<file path="config.mk">
export PLATFORM = sky130hd
export DESIGN_NAME = bresenham_line_rasterizer_unit
export DESIGN_NICKNAME = d
export VERILOG_FILES = /design/src/sv/blr_pkg.sv /design/src/sv/bresenham_line_rasterizer_unit.sv
export SDC_FILE = /design/constraint.sdc
export NUM_CORES = 1
export LEC_CHECK = 0
export BUFFER_PORTS_ARGS = -buffer_cell sky130_fd_sc_hd__buf_2
export CORE_UTILIZATION = 55
export CTS_CLUSTER_SIZE = 14
export DETAILED_ROUTE_END_ITERATION = 8
export PLACE_DENSITY = 0.76
export SETUP_SLACK_MARGIN = 0.15
export SLEW_MARGIN = 20
export SYNTH_ARGS = -nofsm -noshare
export SYNTH_HDL_FRONTEND = slang
export SYNTH_SLANG_ARGS = --single-unit
export TNS_END_PERCENT = 30
</file>
<file path="constraint.sdc">
create_clock -name clock -period 10.9 [get_ports clock]
set_input_delay 2.18 -clock clock [delete_from_list [all_inputs] [get_ports clock]]
set_output_delay 2.18 -clock clock [all_outputs]
set_load 0.01 [all_outputs]
</file>
<file path="src/sv/blr_pkg.sv">
// ---------------------------------------------------------------------------
// blr_pkg
// Shared types, constants and the microcode table of the line rasterizer.
// ---------------------------------------------------------------------------
package blr_pkg;

   localparam int COORD_BITS_DEF = 6;
   localparam int GLYPH_BITS     = 8;
   localparam logic [GLYPH_BITS-1:0] GLYPH_RESET = 8'd32;

   // sequencer program counter, one value per microcode step
   typedef enum logic [0:0] {
      STEP_IDLE = 1'b0,
      STEP_EMIT = 1'b1
   } step_type;

   // jump conditions; taken -> target, else fall through to pc + 1
   typedef enum logic [0:0] {
      JC_NO_REQ       = 1'b0,
      JC_EMIT_PENDING = 1'b1
   } jcond_type;

   typedef struct packed {
      logic      accept;  // open input channel, load segment setup
      logic      emit;    // push a point and advance the line
      jcond_type cond;
      step_type  target;
   } ctrl_word_type;

   function automatic ctrl_word_type ucode_rom(input step_type pc);
      ctrl_word_type cw;
      unique case (pc)
         STEP_IDLE: cw = '{accept: 1'b1, emit: 1'b0, cond: JC_NO_REQ,
                           target: STEP_IDLE};
         STEP_EMIT: cw = '{accept: 1'b0, emit: 1'b1, cond: JC_EMIT_PENDING,
                           target: STEP_EMIT};
         default:   cw = '{accept: 1'b0, emit: 1'b0, cond: JC_NO_REQ,
                           target: STEP_IDLE};
      endcase
      return cw;
   endfunction

endpackage

</file>
<file path="src/sv/bresenham_line_rasterizer_unit.sv">
// ---------------------------------------------------------------------------
// bresenham_line_rasterizer_unit
// Microcoded Bresenham rasterizer: one segment in, every raster point out.
// ---------------------------------------------------------------------------
//  channel | direction | handshake      | payload
//  req     | in        | valid / stall  | start_x, start_y, end_x, end_y
//  rsp     | out       | valid / stall  | point_x, point_y, point_glyph,
//          |           |                | visible, last_point
//  csr     | in        | valid / ready  | draw_glyph
//
//  A segment with major delta N yields N+1 points, one per cycle while rsp
//  is not stalled; each segment passes through the accept/setup step and then
//  one emit step per point.
//  Reset (synchronous) returns the sequencer to idle and the glyph to 32.
//  An rsp stall freezes the emit step; req is stalled outside idle.
// ---------------------------------------------------------------------------
module bresenham_line_rasterizer_unit #(
   parameter int COORD_BITS = blr_pkg::COORD_BITS_DEF
) (
   input  logic                          clock,
   input  logic                          reset,
   // segment input
   input  logic                          req_valid,
   output logic                          req_stall,
   input  logic [COORD_BITS-1:0]         req_start_x,
   input  logic [COORD_BITS-1:0]         req_start_y,
   input  logic [COORD_BITS-1:0]         req_end_x,
   input  logic [COORD_BITS-1:0]         req_end_y,
   // point output
   output logic                          rsp_valid,
   input  logic                          rsp_stall,
   output logic [COORD_BITS-1:0]         rsp_point_x,
   output logic [COORD_BITS-1:0]         rsp_point_y,
   output logic [blr_pkg::GLYPH_BITS-1:0] rsp_point_glyph,
   output logic                          rsp_visible,
   output logic                          rsp_last_point,
   // glyph register write
   input  logic                          csr_valid,
   output logic                          csr_ready,
   input  logic [blr_pkg::GLYPH_BITS-1:0] csr_draw_glyph
);
   import blr_pkg::*;

   localparam int DW = COORD_BITS + 2;   // decision term, signed

   // sequencer
   step_type      pc_ff, pc_in;
   ctrl_word_type ctrl;
   logic          jump_taken;

   // datapath state
   logic [COORD_BITS-1:0] cur_x_ff, cur_x_in;
   logic [COORD_BITS-1:0] cur_y_ff, cur_y_in;
   logic [DW-1:0]         decision_ff, decision_in;
   logic [DW-1:0]         inc_straight_ff, inc_straight_in;
   logic [DW-1:0]         inc_diagonal_ff, inc_diagonal_in;
   logic [COORD_BITS-1:0] steps_left_ff, steps_left_in;
   logic                  x_neg_ff, x_neg_in;
   logic                  y_neg_ff, y_neg_in;
   logic                  major_x_ff, major_x_in;

   logic [GLYPH_BITS-1:0] glyph_ff, glyph_in;

   // output register
   logic                  rsp_valid_ff, rsp_valid_in;
   logic [COORD_BITS-1:0] rsp_x_ff, rsp_y_ff;
   logic [GLYPH_BITS-1:0] rsp_glyph_ff;
   logic                  rsp_vis_ff, rsp_last_ff;

   // setup terms
   logic                  in_x_neg, in_y_neg, in_major_x;
   logic [COORD_BITS-1:0] dx, dy, maj, mnr;
   logic [DW-1:0]         two_mnr, two_maj;

   logic req_accept, out_free, do_emit, diag, at_last;
   logic [COORD_BITS-1:0] x_step, y_step;

   assign ctrl       = ucode_rom(pc_ff);
   assign req_stall  = !ctrl.accept;
   assign req_accept = req_valid && ctrl.accept;
   assign out_free   = !rsp_valid_ff || !rsp_stall;
   assign do_emit    = ctrl.emit && out_free;
   assign at_last    = (steps_left_ff == '0);
   assign diag       = !decision_ff[DW-1] && (decision_ff != '0);
   assign csr_ready  = 1'b1;

   assign x_step = x_neg_ff ? cur_x_ff - 1'b1 : cur_x_ff + 1'b1;
   assign y_step = y_neg_ff ? cur_y_ff - 1'b1 : cur_y_ff + 1'b1;

   // segment setup from the input item
   always_comb begin
      in_x_neg   = req_end_x < req_start_x;
      in_y_neg   = req_end_y < req_start_y;
      dx         = in_x_neg ? req_start_x - req_end_x : req_end_x - req_start_x;
      dy         = in_y_neg ? req_start_y - req_end_y : req_end_y - req_start_y;
      in_major_x = dy <= dx;
      maj        = in_major_x ? dx : dy;
      mnr        = in_major_x ? dy : dx;
      two_mnr    = {1'b0, mnr, 1'b0};
      two_maj    = {1'b0, maj, 1'b0};
   end

   // next step
   always_comb begin
      unique case (ctrl.cond)
         JC_NO_REQ:       jump_taken = !req_valid;
         JC_EMIT_PENDING: jump_taken = !out_free || !at_last;
         default:         jump_taken = 1'b0;
      endcase
      pc_in = jump_taken ? ctrl.target : step_type'(pc_ff + 1'b1);
   end

   // datapath
   always_comb begin
      cur_x_in        = cur_x_ff;
      cur_y_in        = cur_y_ff;
      decision_in     = decision_ff;
      inc_straight_in = inc_straight_ff;
      inc_diagonal_in = inc_diagonal_ff;
      steps_left_in   = steps_left_ff;
      x_neg_in        = x_neg_ff;
      y_neg_in        = y_neg_ff;
      major_x_in      = major_x_ff;
      if (req_accept) begin
         cur_x_in        = req_start_x;
         cur_y_in        = req_start_y;
         decision_in     = two_mnr - {2'b00, maj};
         inc_straight_in = two_mnr;
         inc_diagonal_in = two_mnr - two_maj;
         steps_left_in   = maj;
         x_neg_in        = in_x_neg;
         y_neg_in        = in_y_neg;
         major_x_in      = in_major_x;
      end else if (do_emit && !at_last) begin
         decision_in   = decision_ff + (diag ? inc_diagonal_ff : inc_straight_ff);
         steps_left_in = steps_left_ff - 1'b1;
         if (major_x_ff) begin
            cur_x_in = x_step;
            if (diag) begin
               cur_y_in = y_step;
            end
         end else begin
            cur_y_in = y_step;
            if (diag) begin
               cur_x_in = x_step;
            end
         end
      end
   end

   always_comb begin
      glyph_in = glyph_ff;
      if (csr_valid && csr_ready) begin
         glyph_in = csr_draw_glyph;
      end
      rsp_valid_in = rsp_valid_ff;
      if (do_emit) begin
         rsp_valid_in = 1'b1;
      end else if (!rsp_stall) begin
         rsp_valid_in = 1'b0;
      end
   end

   always_ff @(posedge clock) begin
      if (reset) begin
         pc_ff        <= STEP_IDLE;
         rsp_valid_ff <= 1'b0;
         glyph_ff     <= GLYPH_RESET;
      end else begin
         pc_ff        <= pc_in;
         rsp_valid_ff <= rsp_valid_in;
         glyph_ff     <= glyph_in;
      end
   end

   always_ff @(posedge clock) begin
      cur_x_ff        <= cur_x_in;
      cur_y_ff        <= cur_y_in;
      decision_ff     <= decision_in;
      inc_straight_ff <= inc_straight_in;
      inc_diagonal_ff <= inc_diagonal_in;
      steps_left_ff   <= steps_left_in;
      x_neg_ff        <= x_neg_in;
      y_neg_ff        <= y_neg_in;
      major_x_ff      <= major_x_in;
      if (do_emit) begin
         rsp_x_ff     <= cur_x_ff;
         rsp_y_ff     <= cur_y_ff;
         rsp_glyph_ff <= glyph_ff;
         rsp_vis_ff   <= (cur_x_ff != '0) && (cur_y_ff != '0);
         rsp_last_ff  <= at_last;
      end
   end

   assign rsp_valid       = rsp_valid_ff;
   assign rsp_point_x     = rsp_x_ff;
   assign rsp_point_y     = rsp_y_ff;
   assign rsp_point_glyph = rsp_glyph_ff;
   assign rsp_visible     = rsp_vis_ff;
   assign rsp_last_point  = rsp_last_ff;

   // an accepted segment always moves the sequencer into the emit step
   a_accept_to_emit: assert property (@(posedge clock) disable iff (reset)
      req_accept |=> pc_ff == STEP_EMIT)
      else $error("accepted segment did not start emitting");

   // the last point of a segment returns the sequencer to idle
   a_last_to_idle: assert property (@(posedge clock) disable iff (reset)
      (do_emit && at_last) |=> (pc_ff == STEP_IDLE && rsp_last_point))
      else $error("last point did not end the segment");

   // a blocked emit step must not advance the line
   a_hold_on_stall: assert property (@(posedge clock) disable iff (reset)
      (pc_ff == STEP_EMIT && !do_emit) |=>
         ($stable(steps_left_ff) && $stable(cur_x_ff) && $stable(cur_y_ff)))
      else $error("line advanced while output was blocked");

   // a new point is only loaded when the previous one left or none was held
   a_no_overwrite: assert property (@(posedge clock) disable iff (reset)
      (rsp_valid_ff && rsp_stall) |-> !do_emit)
      else $error("pending point overwritten");

endmodule

</file>
* Word-level counts from Yosys, hierarchy flattened
Index checks and enable logic that the tools add are counted.
** Storage, ports and cells
- Input port bits :: 37
- Flip-flop bits (word level) :: 75
** Cells by class
- Reductions and logical operators :: 22
- Equality and inequality tests :: 2
- Bitwise gates (word level) :: 2
- Add/sub/neg operators :: 13
- $lt $le $gt $ge :: 3
- Mux-type cells :: 24
** Operators with widths (number)
- $mux 6 :: 16
- $mux 8 :: 3
- $sub 6x6->6 :: 4
- $sub 6x1->6 const B :: 3
- $add 6x1->6 const B :: 2
- $lt 6x6->1 :: 2
- $reduce_bool 6->1 :: 2
- $add 8x8->8 :: 1
- $pmux 4 s2 :: 1
- $reduce_bool 8->1 :: 1
- $sub 7x6->8 :: 1
- $sub 7x7->8 :: 1
- $logic_not 1->1 :: 7
- $le 6x6->1 :: 1
- $logic_not 6->1 :: 1
- $logic_and 1x1->1 :: 5
- $reduce_and 2->1 :: 2
- $mux 1 :: 3
- $ne 3x1->1 const B :: 1
- $reduce_bool 3->1 :: 1
- $logic_or 1x1->1 :: 2
- $ne 2x1->1 const B :: 1
- $not 1->1 :: 2
- $pmux 1 s2 :: 1
- 2 further kinds :: 2

* Longest topological paths before layout
Gate-level depths: netlist of run 1.
- Word-level depth :: 6
- Mapped depth :: 25
- Mapped depth without buffers :: 24

* Worst setup path before layout of run 1
No wires, ideal clock.
- Path kind :: input -> register
- From :: in req_end_y[0]
- To :: reg decision_ff[6] (data pin)
- Slack :: 4.003 ns
- Path buffers :: 1
- Arrival :: 6.627 ns
- Required time :: 10.631 ns
- Setup time :: 0.269 ns
- Stages on the path :: 25
- Cell sequence :: inv_1 ha_1 inv_1 fa_1 a21o_1 a221oi_4 mux2i_1 nor2_1 nor2_1 xnor2_1 ha_1 nand4_1 o21bai_1 a31oi_4 inv_1 buf_4 nor2_1 a21oi_1 fa_1 a21o_1 a21oi_1 o21bai_1 a21oi_1 xor2_1 o21ai_0
** Between the ends
- Word-level cells in the longest chain between the ends :: 6
** RTL lines
- from (decl) :: RTL line bresenham_line_rasterizer_unit.sv:28 : input logic [COORD_BITS-1:0] req_end_y,
- $lt 6x6->1 :: RTL line bresenham_line_rasterizer_unit.sv:93 : in_y_neg = req_end_y < req_start_y;
- via in_y_neg :: RTL line bresenham_line_rasterizer_unit.sv:71 : logic in_x_neg, in_y_neg, in_major_x;
- $mux 6 :: RTL line bresenham_line_rasterizer_unit.sv:95 : dy = in_y_neg ? req_start_y - req_end_y : req_end_y - req_start_y;
- $le 6x6->1 :: RTL line bresenham_line_rasterizer_unit.sv:96 : in_major_x = dy <= dx;
- via in_major_x :: RTL line bresenham_line_rasterizer_unit.sv:71
- $mux 6 :: RTL line bresenham_line_rasterizer_unit.sv:98 : mnr = in_major_x ? dy : dx;
- via mnr[0] :: RTL line bresenham_line_rasterizer_unit.sv:72 : logic [COORD_BITS-1:0] dx, dy, maj, mnr;
- $sub 7x6->8 :: RTL line bresenham_line_rasterizer_unit.sv:127 : decision_in = two_mnr - {2'b00, maj};
- $mux 8 :: RTL line bresenham_line_rasterizer_unit.sv:124 : if (req_accept) begin
- via decision_in[6] :: RTL line bresenham_line_rasterizer_unit.sv:54 : logic [DW-1:0] decision_ff, decision_in;
- to (signal assigned) :: RTL line bresenham_line_rasterizer_unit.sv:179 : decision_ff <= decision_in;
- to (decl) :: RTL line bresenham_line_rasterizer_unit.sv:54
The timed path passes the listed nets, and every way through them passes these cells.
A chain may end at the register's enable or synchronous reset.

* Worst setup path after layout of run 1
- From :: in req_end_y[0]
- To :: reg decision_ff[6] (data pin)
** Between the ends
- Word-level cells in the longest chain between the ends :: 6
** RTL lines (RTL line)
- $lt 6x6->1 (*) :: bresenham_line_rasterizer_unit.sv:93
- via in_y_neg :: bresenham_line_rasterizer_unit.sv:71
- $mux 6 (*) :: bresenham_line_rasterizer_unit.sv:95
- $le 6x6->1 :: bresenham_line_rasterizer_unit.sv:96
- $mux 6 (*) :: bresenham_line_rasterizer_unit.sv:98
- via mnr[0] :: bresenham_line_rasterizer_unit.sv:72
- $sub 7x6->8 (*) :: bresenham_line_rasterizer_unit.sv:127
- $mux 8 (*) :: bresenham_line_rasterizer_unit.sv:124
- via decision_in[6] :: bresenham_line_rasterizer_unit.sv:54
Mark *: on every way through the listed nets, which the timed path passes. The rest lies on a longest branch.

==> results.ini, run 1 <==
[status]
status=finished, final reports clean

[placement]
place_hpwl_um=8338
place_congestion=0.8541
port_buffers=60
dpl_worst_slack_ns=3.114

[clocking]
cts-root-buf=clkbuf_8
h-tree-depth=3
cts_made_buffers=9
cts-resized-gates=0
clockBufferDepth=2
clk_latency_ns=0.36
cts_setup_buffers=0
clock-sinks=74
clkTransAtPathRegs_ns=0.09
ctsHoldBuffers=0
cts_tree=built

[finish]
synthToLayoutAreaGrowth_pct=11.44
layout-drive-gt1-share_pct=16.40
diodes=0
nFillCells=743
fin_nets=663

[die]
coreArea_um2=9196
die_x_um=99.20
start_util_pct=56.50
ios=62
dieArea_um2=9841
die_h_um=99.20
rows=35

[timing]
rsz0062_at_grt=false
setup_viol=0
drv_slew=0
tns_ns=0
hold_violations=0
max_slew_margin_pct=34.60
tightest_slew_ns=0.9810
min_period_ns=7.438
skew_ns=0.01402
timing.fmax_mhz=134.4
post-route-period-util_pct=68.24
setup_slack_ns=3.462

[synth]
yosys.area.top_type=edfxtp_1
synth_edf_count=64
netlist_top_cells_area=edfxtp_1 37%, ha_1 12%, inv_1 4.4%
yosysSeqAreaShare_pct=40.84
ys_async_sr_fraction_pct=0
syn_area_um2=5196
ys.flop_type=edfxtp_1
ys_ff_latch=74
yosysWarnings=0
synth_cells=510
ys_types=65
syn_area_per_cell_um2=10.19
yosysTopAreaCellShare_pct=36.99
synth_fp_nets=605

[detailed_routing]
first_pass_iters=5
drcViolationCount=0
ant_nets=0
via_per_inst=5.719
finalWirelength_um=10820
num_vias=3912
wl_per_cell_um=15.82
drt_iter0_drc=186

[power_and_ir_drop]
power_density_nw_per_um2=252.9
power_switching_share_pct=40.63
seqPwrFrac_pct=31.6
p_int_w=0.0008694
power_frac_clock_pct=15.6
p_switching_w=0.0005950
p_leak_nw=2.594
power_frac_comb_pct=52.7
ir_worst_vdd_mv=0.1102

[critical_path]
path_cells=buf_2 -> inv_1 -> ha_1 -> inv_1 -> fa_1 -> a21o_1 -> a221oi_4 -> mux2i_1 -> xnor2_1 -> inv_1 -> ha_1 -> nand4_1 -> o21bai_1 -> a31oi_4 -> inv_1 -> nor2_1 -> a21oi_1 -> fa_1 -> a21o_1 -> a21oi_1 -> o21bai_1 -> a21oi_1 -> xor2_1 -> o21ai_0
required_ns=11.00
worst-path-max-fanout=18
cpMostUsedCell=inv_1
path_delay_family=compound AO/OA/AOI/OAI gates
critPathKind=primary input to register
crit_buf_inv=5
cpMaxStageDelayCell=a221oi_4
start_kind=primary input
cp-end-kind=register
worst-endpoint-arrival_ns=7.54
max_stage_delay_ns=0.52

[global_route]
grt_max_degree=42
antenna_found_initial=0
grt_overflow_total=0
grt_pass1_wl_um=17990
grt_usage_pct=23.23
first_global_vias=3860

[min_path]
hp-class=register to register

[job]
maxCapViolCount=0

==> placed cells by master (no fill, tap or decap), drive strengths merged, types with 9 or more instances in the layout <==
master,instances
a21o,17
nor2,42
xnor2,21
edfxtp,64
inv,65
buf,62
mux2i,15
dfxtp,10
a21oi,45
nand2,29
ha,50
clkbuf,9
xor2,10
o21ai,15
==> cell type report <==
class	count	area (um^2)	share of cell area, %
inverter	61	229.0	3.954
multi-input combinational	360	2776	47.95
clock inverter	7	85.08	1.469
tap	111	138.9	2.398
sequential	74	2122	36.65
timing repair buffer	62	315.3	5.445
clock buffer	9	123.9	2.139
==> kinds of logic after synthesis <==
family	count (synthesis)	synth area share, %
AND/OR/NAND/NOR	119	11.24
flip-flops	74	40.84
multiplexers	21	4.190
AO/OA/AOI/OAI	130	17.43
buffers and inverters	76	5.731
other	1	0.07217
adder cells (fa/ha/maj)	58	15.12
XOR/XNOR	31	5.370
==> synthesized netlist by cell type (all sizes together) (4+ instances only) <==
cell type / n
xor2: 10
nand2b: 4
nand3: 8
a211oi: 4
mux2: 6
mux2i: 15
and2: 4
a21o: 17
edfxtp: 64
a31oi: 4
inv: 61
a21oi: 45
o21ai: 15
fa: 8
nor2b: 5
clkbuf: 11
o211ai: 6
xnor2: 21
dfxtp: 10
ha: 50
buf: 4
nand2: 29
a221oi: 4
nor2: 42
nor3: 4
o21bai: 6
==> worst paths after layout <==
path                                  endpoint                startpoint  cells past startpoint  slack, ns
setup / recovery      decision_ff[6]$_DFFE_PP_              req_end_y[0]                     24       3.46
hold reg to reg   rsp_point_glyph[6]$_DFFE_PP_  glyph_ff[6]$_SDFFE_PP0P_                      0       0.43
hold / removal    rsp_point_glyph[6]$_DFFE_PP_  glyph_ff[6]$_SDFFE_PP0P_                      0       0.43
setup reg to reg      decision_ff[7]$_DFFE_PP_  decision_ff[2]$_DFFE_PP_                     11       7.40
==> per-stage QoR <==
step                      instance area [um^2]  instances  power, W  util [%]  hold WS [ns]
after global placement                    5582        668  0.001209     60.69        0.4096
after detailed placement                  5582        668  0.001234     60.69        0.4148
after floorplan                           5196        510  0.001064         -        0.4005
final                                     5791        684  0.001464     62.97        0.4336
after global routing                      5791        684  0.001578     62.97        0.4460
after CTS                                 5791        684  0.001467     62.97        0.4357
==> power by group through the flow <==
| stage | clock [W] | combinational (W) | sequential [W] |
|---|---|---|---|
| detailed placement | 0 | 0.000763 | 0.000471 |
| global placement | 0 | 0.000742 | 0.000467 |
| floorplan | 0 | 0.000601 | 0.000462 |
| CTS | 0.000231 | 0.000771 | 0.000464 |
| global route | 0.000242 | 0.000864 | 0.000472 |
| finish | 0.000229 | 0.000772 | 0.000463 |
==> routing by layer <==
metal | part of all wire, % | global-route usage, % | wire (um) | up-vias
met5 | 0 | 0 | 0 | -
met4 | 1.9 | 9.389 | 209 | 0
met3 | 4.1 | 3.584 | 443 | 18
met2 | 48 | 39.80 | 5216 | 101
met1 | 46 | 29.47 | 4952 | 1836
li1 | - | - | - | 1957
==> sequential cells by signal (all words and copies together) (netlist names), 6 cells and up <==
name             count
decision_ff          8
glyph_ff             8
rsp_point_glyph      8
inc_diagonal_ff      7
cur_x_ff             6
cur_y_ff             6
inc_straight_ff      6
rsp_point_x          6
rsp_point_y          6
steps_left_ff        6
Power figures use the tool's default switching activity.
==> run 2: changes to the inputs <==
--- a/config.mk
+++ b/config.mk
@@ -5,11 +5,12 @@
 export SDC_FILE = /design/constraint.sdc
 export NUM_CORES = 1
 export LEC_CHECK = 0
+export ABC_AREA = 1
 export BUFFER_PORTS_ARGS = -buffer_cell sky130_fd_sc_hd__buf_2
-export CORE_UTILIZATION = 55
+export CORE_UTILIZATION = 54
 export CTS_CLUSTER_SIZE = 14
 export DETAILED_ROUTE_END_ITERATION = 8
-export PLACE_DENSITY = 0.76
+export PLACE_DENSITY = 0.78
 export SETUP_SLACK_MARGIN = 0.15
 export SLEW_MARGIN = 20
 export SYNTH_ARGS = -nofsm -noshare
==> constraint.sdc (replaced) <==
create_clock -name clock -period 6.7 [get_ports clock]
set_input_delay 1.34 -clock clock [delete_from_list [all_inputs] [get_ports clock]]
set_output_delay 1.34 -clock clock [all_outputs]
set_load 0.01 [all_outputs]
==> results.ini, run 2 <==
[placement]
dp.cells=802
place_congestion=0.8888
place_hpwl_um=8786
dpl_worst_slack_ns=1.052
port_buffers=60

[finish]
synthToLayoutAreaGrowth_pct=11.89
layout-drive-gt1-share_pct=14.95
layout_common_cells=173 x nand2_1, 92 x inv_1, 64 x edfxtp_1
final_common_cell=nand2_1
stdcell_count=818
fin_nets=779
utilization_pct=62.66
diodes=0

[global_route]
antenna_found_initial=0
grt_max_degree=53
first_global_vias=4263
grt_overflow_total=0
grt_pass1_wl_um=18980
grt_usage_pct=24.36

[synth]
synth_edf_count=64
synth_cells=622
synth_fp_nets=717
ys_ff_latch=74
ys_types=40
netlist_top_cells_area=edfxtp_1 37%, nand2_1 12%, ha_1 12%
synth_most_common_cell=nand2_1
yosysTopAreaCellShare_pct=36.97
ys.flop_type=edfxtp_1
yosysWarnings=0
ys_async_sr_fraction_pct=0
syn_area_um2=5199
syn_area_per_cell_um2=8.358
yosys-top-cells-count=173 x nand2_1, 92 x inv_1, 64 x edfxtp_1, 50 x ha_1, 44 x nand3_1
yosysSeqAreaShare_pct=40.82
yosys.area.top_type=edfxtp_1

[clocking]
ctsHoldBuffers=0
cts-root-buf=clkbuf_8
clockBufferDepth=2
clk_latency_ns=0.36
clock-sinks=74
cts-resized-gates=0
cts_made_buffers=9
h-tree-depth=3
cts_tree=built
clkTransAtPathRegs_ns=0.09
cts_setup_buffers=0

[power_and_ir_drop]
p_leak_nw=2.934
ir_worst_vdd_mv=0.1523
power_density_nw_per_um2=390.2

[status]
status=finished, final reports clean

[timing]
tns_ns=0
rsz0062_at_grt=false
tightest_slew_ns=0.9012
drv_slew=0
max_slew_margin_pct=39.85
setup_viol=0
hold_violations=0
setup_slack_ns=1.363
min_period_ns=5.337
timing.fmax_mhz=187.4
skew_ns=0.01097
worst_hold_slack_ns=0.4323
post-route-period-util_pct=79.66

[critical_path]
start_kind=primary input
cp-end-kind=register
required_ns=6.82
worst-path-max-fanout=15
critPathKind=primary input to register
worst-endpoint-arrival_ns=5.45

[job]
maxCapViolCount=0

[detailed_routing]
wl_per_cell_um=13.77
ant_nets=0
num_vias=4262
finalWirelength_um=11260
via_per_inst=5.210
drcViolationCount=0
first_pass_iters=5
drt_iter0_drc=238

[die]
ios=62
die_x_um=100.1
rows=35
dieArea_um2=10020
start_util_pct=56.00
die_h_um=100.1
coreArea_um2=9284

[min_path]
hp-class=register to register

run 2: worst paths after layout:
check / cells after the start / endpoint / slack [ns] / startpoint
worst max-delay path: 27 / decision_ff[5]$_DFFE_PP_ / 1.36 / req_end_y[0]
worst min-delay path: 0 / rsp_point_glyph[6]$_DFFE_PP_ / 0.43 / glyph_ff[6]$_SDFFE_PP0P_
worst max register to register: 18 / decision_ff[7]$_DFFE_PP_ / 3.48 / decision_ff[2]$_DFFE_PP_
worst min register to register: 0 / rsp_point_glyph[6]$_DFFE_PP_ / 0.43 / glyph_ff[6]$_SDFFE_PP0P_
run 2: cells by family (layout without fill, tap and decap cells):
| family | Yosys count | count (layout) | share of synthesized area (%) |
|---|---|---|---|
| AND/OR/NAND/NOR | 283 | 283 | 23.71 |
| buffers and inverters | 107 | 174 | 8.206 |
| AO/OA/AOI/OAI | 76 | 76 | 8.207 |
| flip-flops | 74 | 74 | 40.82 |
| adder cells (fa/ha/maj) | 58 | 58 | 15.11 |
| XOR/XNOR | 23 | 23 | 3.875 |
| other | 1 | 1 | 0.07213 |
run 2: worst max-delay path: stages:
cell      delay (ns)
buf_2           0.11
inv_1           0.05
ha_1            0.14
inv_1           0.06
fa_1            0.40
nand2_1         0.08
nand2_1         0.08
nand3_2         0.09
nand2_2         0.11
o211ai_1        0.30
nand2_1         0.13
ha_1            0.38
nand2_2         0.11
nor2_4          0.15
nand2_1         0.08
nand3_2         0.10
nand2_4         0.13
inv_2           0.22
nand2_1         0.08
nand2_1         0.14
ha_1            0.32
a21oi_1         0.22
nor2_1          0.07
a211oi_1        0.28
nand3b_1        0.13
nand3_1         0.09
nand2_1         0.06
run 2: power breakdown:
part / switching [W] / total [W] / internal, W
clock network: 0.000195 / 0.000359 / 0.000164
registers: 0.0000599 / 0.000739 / 0.000679
logic: 0.000741 / 0.00117 / 0.000432
total: 0.000996 / 0.00227 / 0.00127
run 2: final cells by class:
class | count | area (um^2)
Inverter | 97 | 364.1
Timing Repair Buffer | 61 | 307.8
Fill cell | 835 | 3467
Sequential cell | 74 | 2122
Multi-Input combinational cell | 441 | 2658
Tap cell | 129 | 161.4
Clock inverter | 6 | 55.05
Clock buffer | 10 | 148.9
run 2: metrics by stage:
stage                     area [um^2]  power, W
final                            5817  0.002270
after global routing             5817  0.002471
after CTS                        5817  0.002261
after detailed placement         5613  0.001897
after global placement           5613  0.001853
after floorplan                  5199  0.001636
run 2: layer usage:
metal	wire length, um	GRT usage, %	up-vias
li1	-	-	2149
met1	4887	29.20	1955
met2	5497	42.41	121
met3	518	5.014	37
met4	357	10.48	0
met5	0	0	-
==> run 3: changes to the inputs <==
--- a/config.mk
+++ b/config.mk
@@ -5,12 +5,12 @@
 export SDC_FILE = /design/constraint.sdc
 export NUM_CORES = 1
 export LEC_CHECK = 0
-export ABC_AREA = 1
+export ABC_AREA = 0
 export BUFFER_PORTS_ARGS = -buffer_cell sky130_fd_sc_hd__buf_2
-export CORE_UTILIZATION = 54
+export CORE_UTILIZATION = 55
 export CTS_CLUSTER_SIZE = 14
 export DETAILED_ROUTE_END_ITERATION = 8
-export PLACE_DENSITY = 0.78
+export PLACE_DENSITY = 0.76
 export SETUP_SLACK_MARGIN = 0.15
 export SLEW_MARGIN = 20
 export SYNTH_ARGS = -nofsm -noshare
==> constraint.sdc (replaced) <==
create_clock -name clock -period 5.3 [get_ports clock]
set_input_delay 1.06 -clock clock [delete_from_list [all_inputs] [get_ports clock]]
set_output_delay 1.06 -clock clock [all_outputs]
set_load 0.01 [all_outputs]
==> results.ini, run 3 (synthesis gave the netlist of run 1 again) <==
[status]
status=complete, but fails checks
violations=negative setup slack

[timing]
max_slew_margin_pct=39.81
tightest_slew_ns=0.9029
tns_ns=-0.2061
timing.fmax_mhz=185.1
drv_slew=0
post-route-period-util_pct=101.9
hold_violations=0
rsz0062_at_grt=true
min_period_ns=5.402
skew_ns=0.007353
setup_viol=4
setup_slack_ns=-0.1017

[placement]
place_congestion=0.8901
dpl_worst_slack_ns=-0.4348
place_hpwl_um=9290
port_buffers=60

[power_and_ir_drop]
power_frac_clock_pct=12.2
power_density_nw_per_um2=561.6
power_frac_comb_pct=62.9
p_leak_nw=3.088
power_switching_share_pct=40.05
p_int_w=0.002299
p_switching_w=0.001536
seqPwrFrac_pct=24.9
total_power_w=0.003835
ir_worst_vdd_mv=0.2919

[die]
coreArea_um2=9196
die_x_um=99.20
ios=62
die_h_um=99.20
start_util_pct=56.50
dieArea_um2=9841
rows=35

[finish]
diodes=0
fin_nets=762
synthToLayoutAreaGrowth_pct=31.42
final_common_cell=buf_4
nFillCells=589
layout-drive-gt1-share_pct=35.27
layout_common_cells=93 x buf_4, 64 x edfxtp_1, 60 x buf_2

[clocking]
cts-root-buf=clkbuf_8
clk_latency_ns=0.36
h-tree-depth=3
cts_made_buffers=9
clockBufferDepth=2
clkTransAtPathRegs_ns=0.09
clock-sinks=74
cts_tree=built

[detailed_routing]
wl_per_cell_um=17.33
ant_nets=0
first_pass_iters=5
num_vias=4607
drcViolationCount=0
via_per_inst=5.884
finalWirelength_um=13570
drt_iter0_drc=281

[global_route]
grt_usage_pct=25.82
antenna_found_initial=0
grt_max_degree=42
first_global_vias=4390
grt_pass1_wl_um=20300
grt_overflow_total=0

[min_path]
hp-class=register to register

[critical_path]
crit_buf_inv=9
reg2reg_to=decision_ff[7]$_DFFE_PP_
max_stage_delay_ns=0.35
worst-endpoint-arrival_ns=5.50
start_kind=primary input
path_delay_family=compound AO/OA/AOI/OAI gates
reg2reg_setup_slack_ns=1.75
worst-path-max-fanout=5
rr_worst_depth=11
cp-end-kind=register
path_depth=27
endpoint=decision_ff[5]$_DFFE_PP_
cpMaxStageDelayCell=ha_1
required_ns=5.40
rr_startpoint=decision_ff[2]$_DFFE_PP_
critPathKind=primary input to register
startpoint=req_end_y[0]
cpMostUsedCell=buf_6

[job]
maxCapViolCount=0

==> run 3: cell count changes in the layout (fill, tap and decap cells not counted), sizes merged, moves of 5 or more <==
cell,delta
nand2,-157
buf,+99
nand3,-42
inv,-34
a21oi,+18
mux2i,+15
a21o,+14
o21ai,-14
xnor2,+11
mux2,+6
nor2b,+5
o211ai,+5
==> run 3: worst min path at each step <==
stage / startpoint / end / slack, ns / depth (start not counted)
after floorplan: glyph_ff[5]$_SDFFE_PP1P_ / rsp_point_glyph[5]$_DFFE_PP_ / 0.40 / 0
after global placement: glyph_ff[5]$_SDFFE_PP1P_ / rsp_point_glyph[5]$_DFFE_PP_ / 0.41 / 0
after detailed placement: glyph_ff[0]$_SDFFE_PP0P_ / rsp_point_glyph[0]$_DFFE_PP_ / 0.41 / 0
after CTS: glyph_ff[0]$_SDFFE_PP0P_ / rsp_point_glyph[0]$_DFFE_PP_ / 0.43 / 0
after global routing: glyph_ff[0]$_SDFFE_PP0P_ / rsp_point_glyph[0]$_DFFE_PP_ / 0.43 / 0
final: glyph_ff[0]$_SDFFE_PP0P_ / rsp_point_glyph[0]$_DFFE_PP_ / 0.43 / 0
==> run 3: metrics by stage <==
stage	cell area [um^2]	utilization [%]	cells	hold slack [ns]
final	6829	74.26	783	0.4339
after global routing	6829	74.26	783	0.4288
after CTS	6544	71.16	768	0.4290
after detailed placement	6202	67.44	743	0.4140
after global placement	6202	67.44	743	0.4059
after floorplan	5260	-	510	0.4005
==> run 3: worst reg2reg max path, delay by kind of cell, from the launching register on <==
kind	cells	cell delay [ns]
fa+ha+maj	2	0.63
compound gates	6	1.65
mux	1	0.42
flops	1	0.41
simple gates	1	0.10
xor+xnor	1	0.10
==> run 3: power groups by stage <==
stage / combinational, W / clock (W) / sequential [W]
final: 0.00241 / 0.000467 / 0.000955
after global routing: 0.00260 / 0.000492 / 0.000970
after CTS: 0.00201 / 0.000474 / 0.000952
after detailed placement: 0.00191 / 0 / 0.000965
after global placement: 0.00184 / 0 / 0.000959
after floorplan: 0.00127 / 0 / 0.000950
==> run 3: metal layers <==
layer  track usage, %  vias to the layer above  share of wire, %
met1            32.16                     2229                42
li1                 -                     2158                 -
met4            10.07                        0               3.0
met5                0                        -                 0
met3            4.638                       47               5.3
met2            44.60                      173                50
==> run 3: cell type report <==
type | instances | area [um^2] | share of cell area, %
Multi-Input combinational cell | 360 | 3029 | 44.36
Timing Repair inverter | 1 | 7.507 | 0.1099
Clock inverter | 7 | 82.58 | 1.209
Tap cell | 111 | 138.9 | 2.034
Clock buffer | 9 | 123.9 | 1.814
Inverter | 61 | 244.0 | 3.573
Sequential cell | 74 | 2122 | 31.07
Timing Repair Buffer | 160 | 1081 | 15.83
==> run 3: timing repair <==
item | CTS | global route
gates resized for setup | 18 | 38
setup buffers | 9 | 13
hold buffers | 0 | 0
hold endpoints to repair | 0 | 0
setup endpoints to repair | 7 | 11
cloned | 0 | 2
pin swaps | 11 | 25
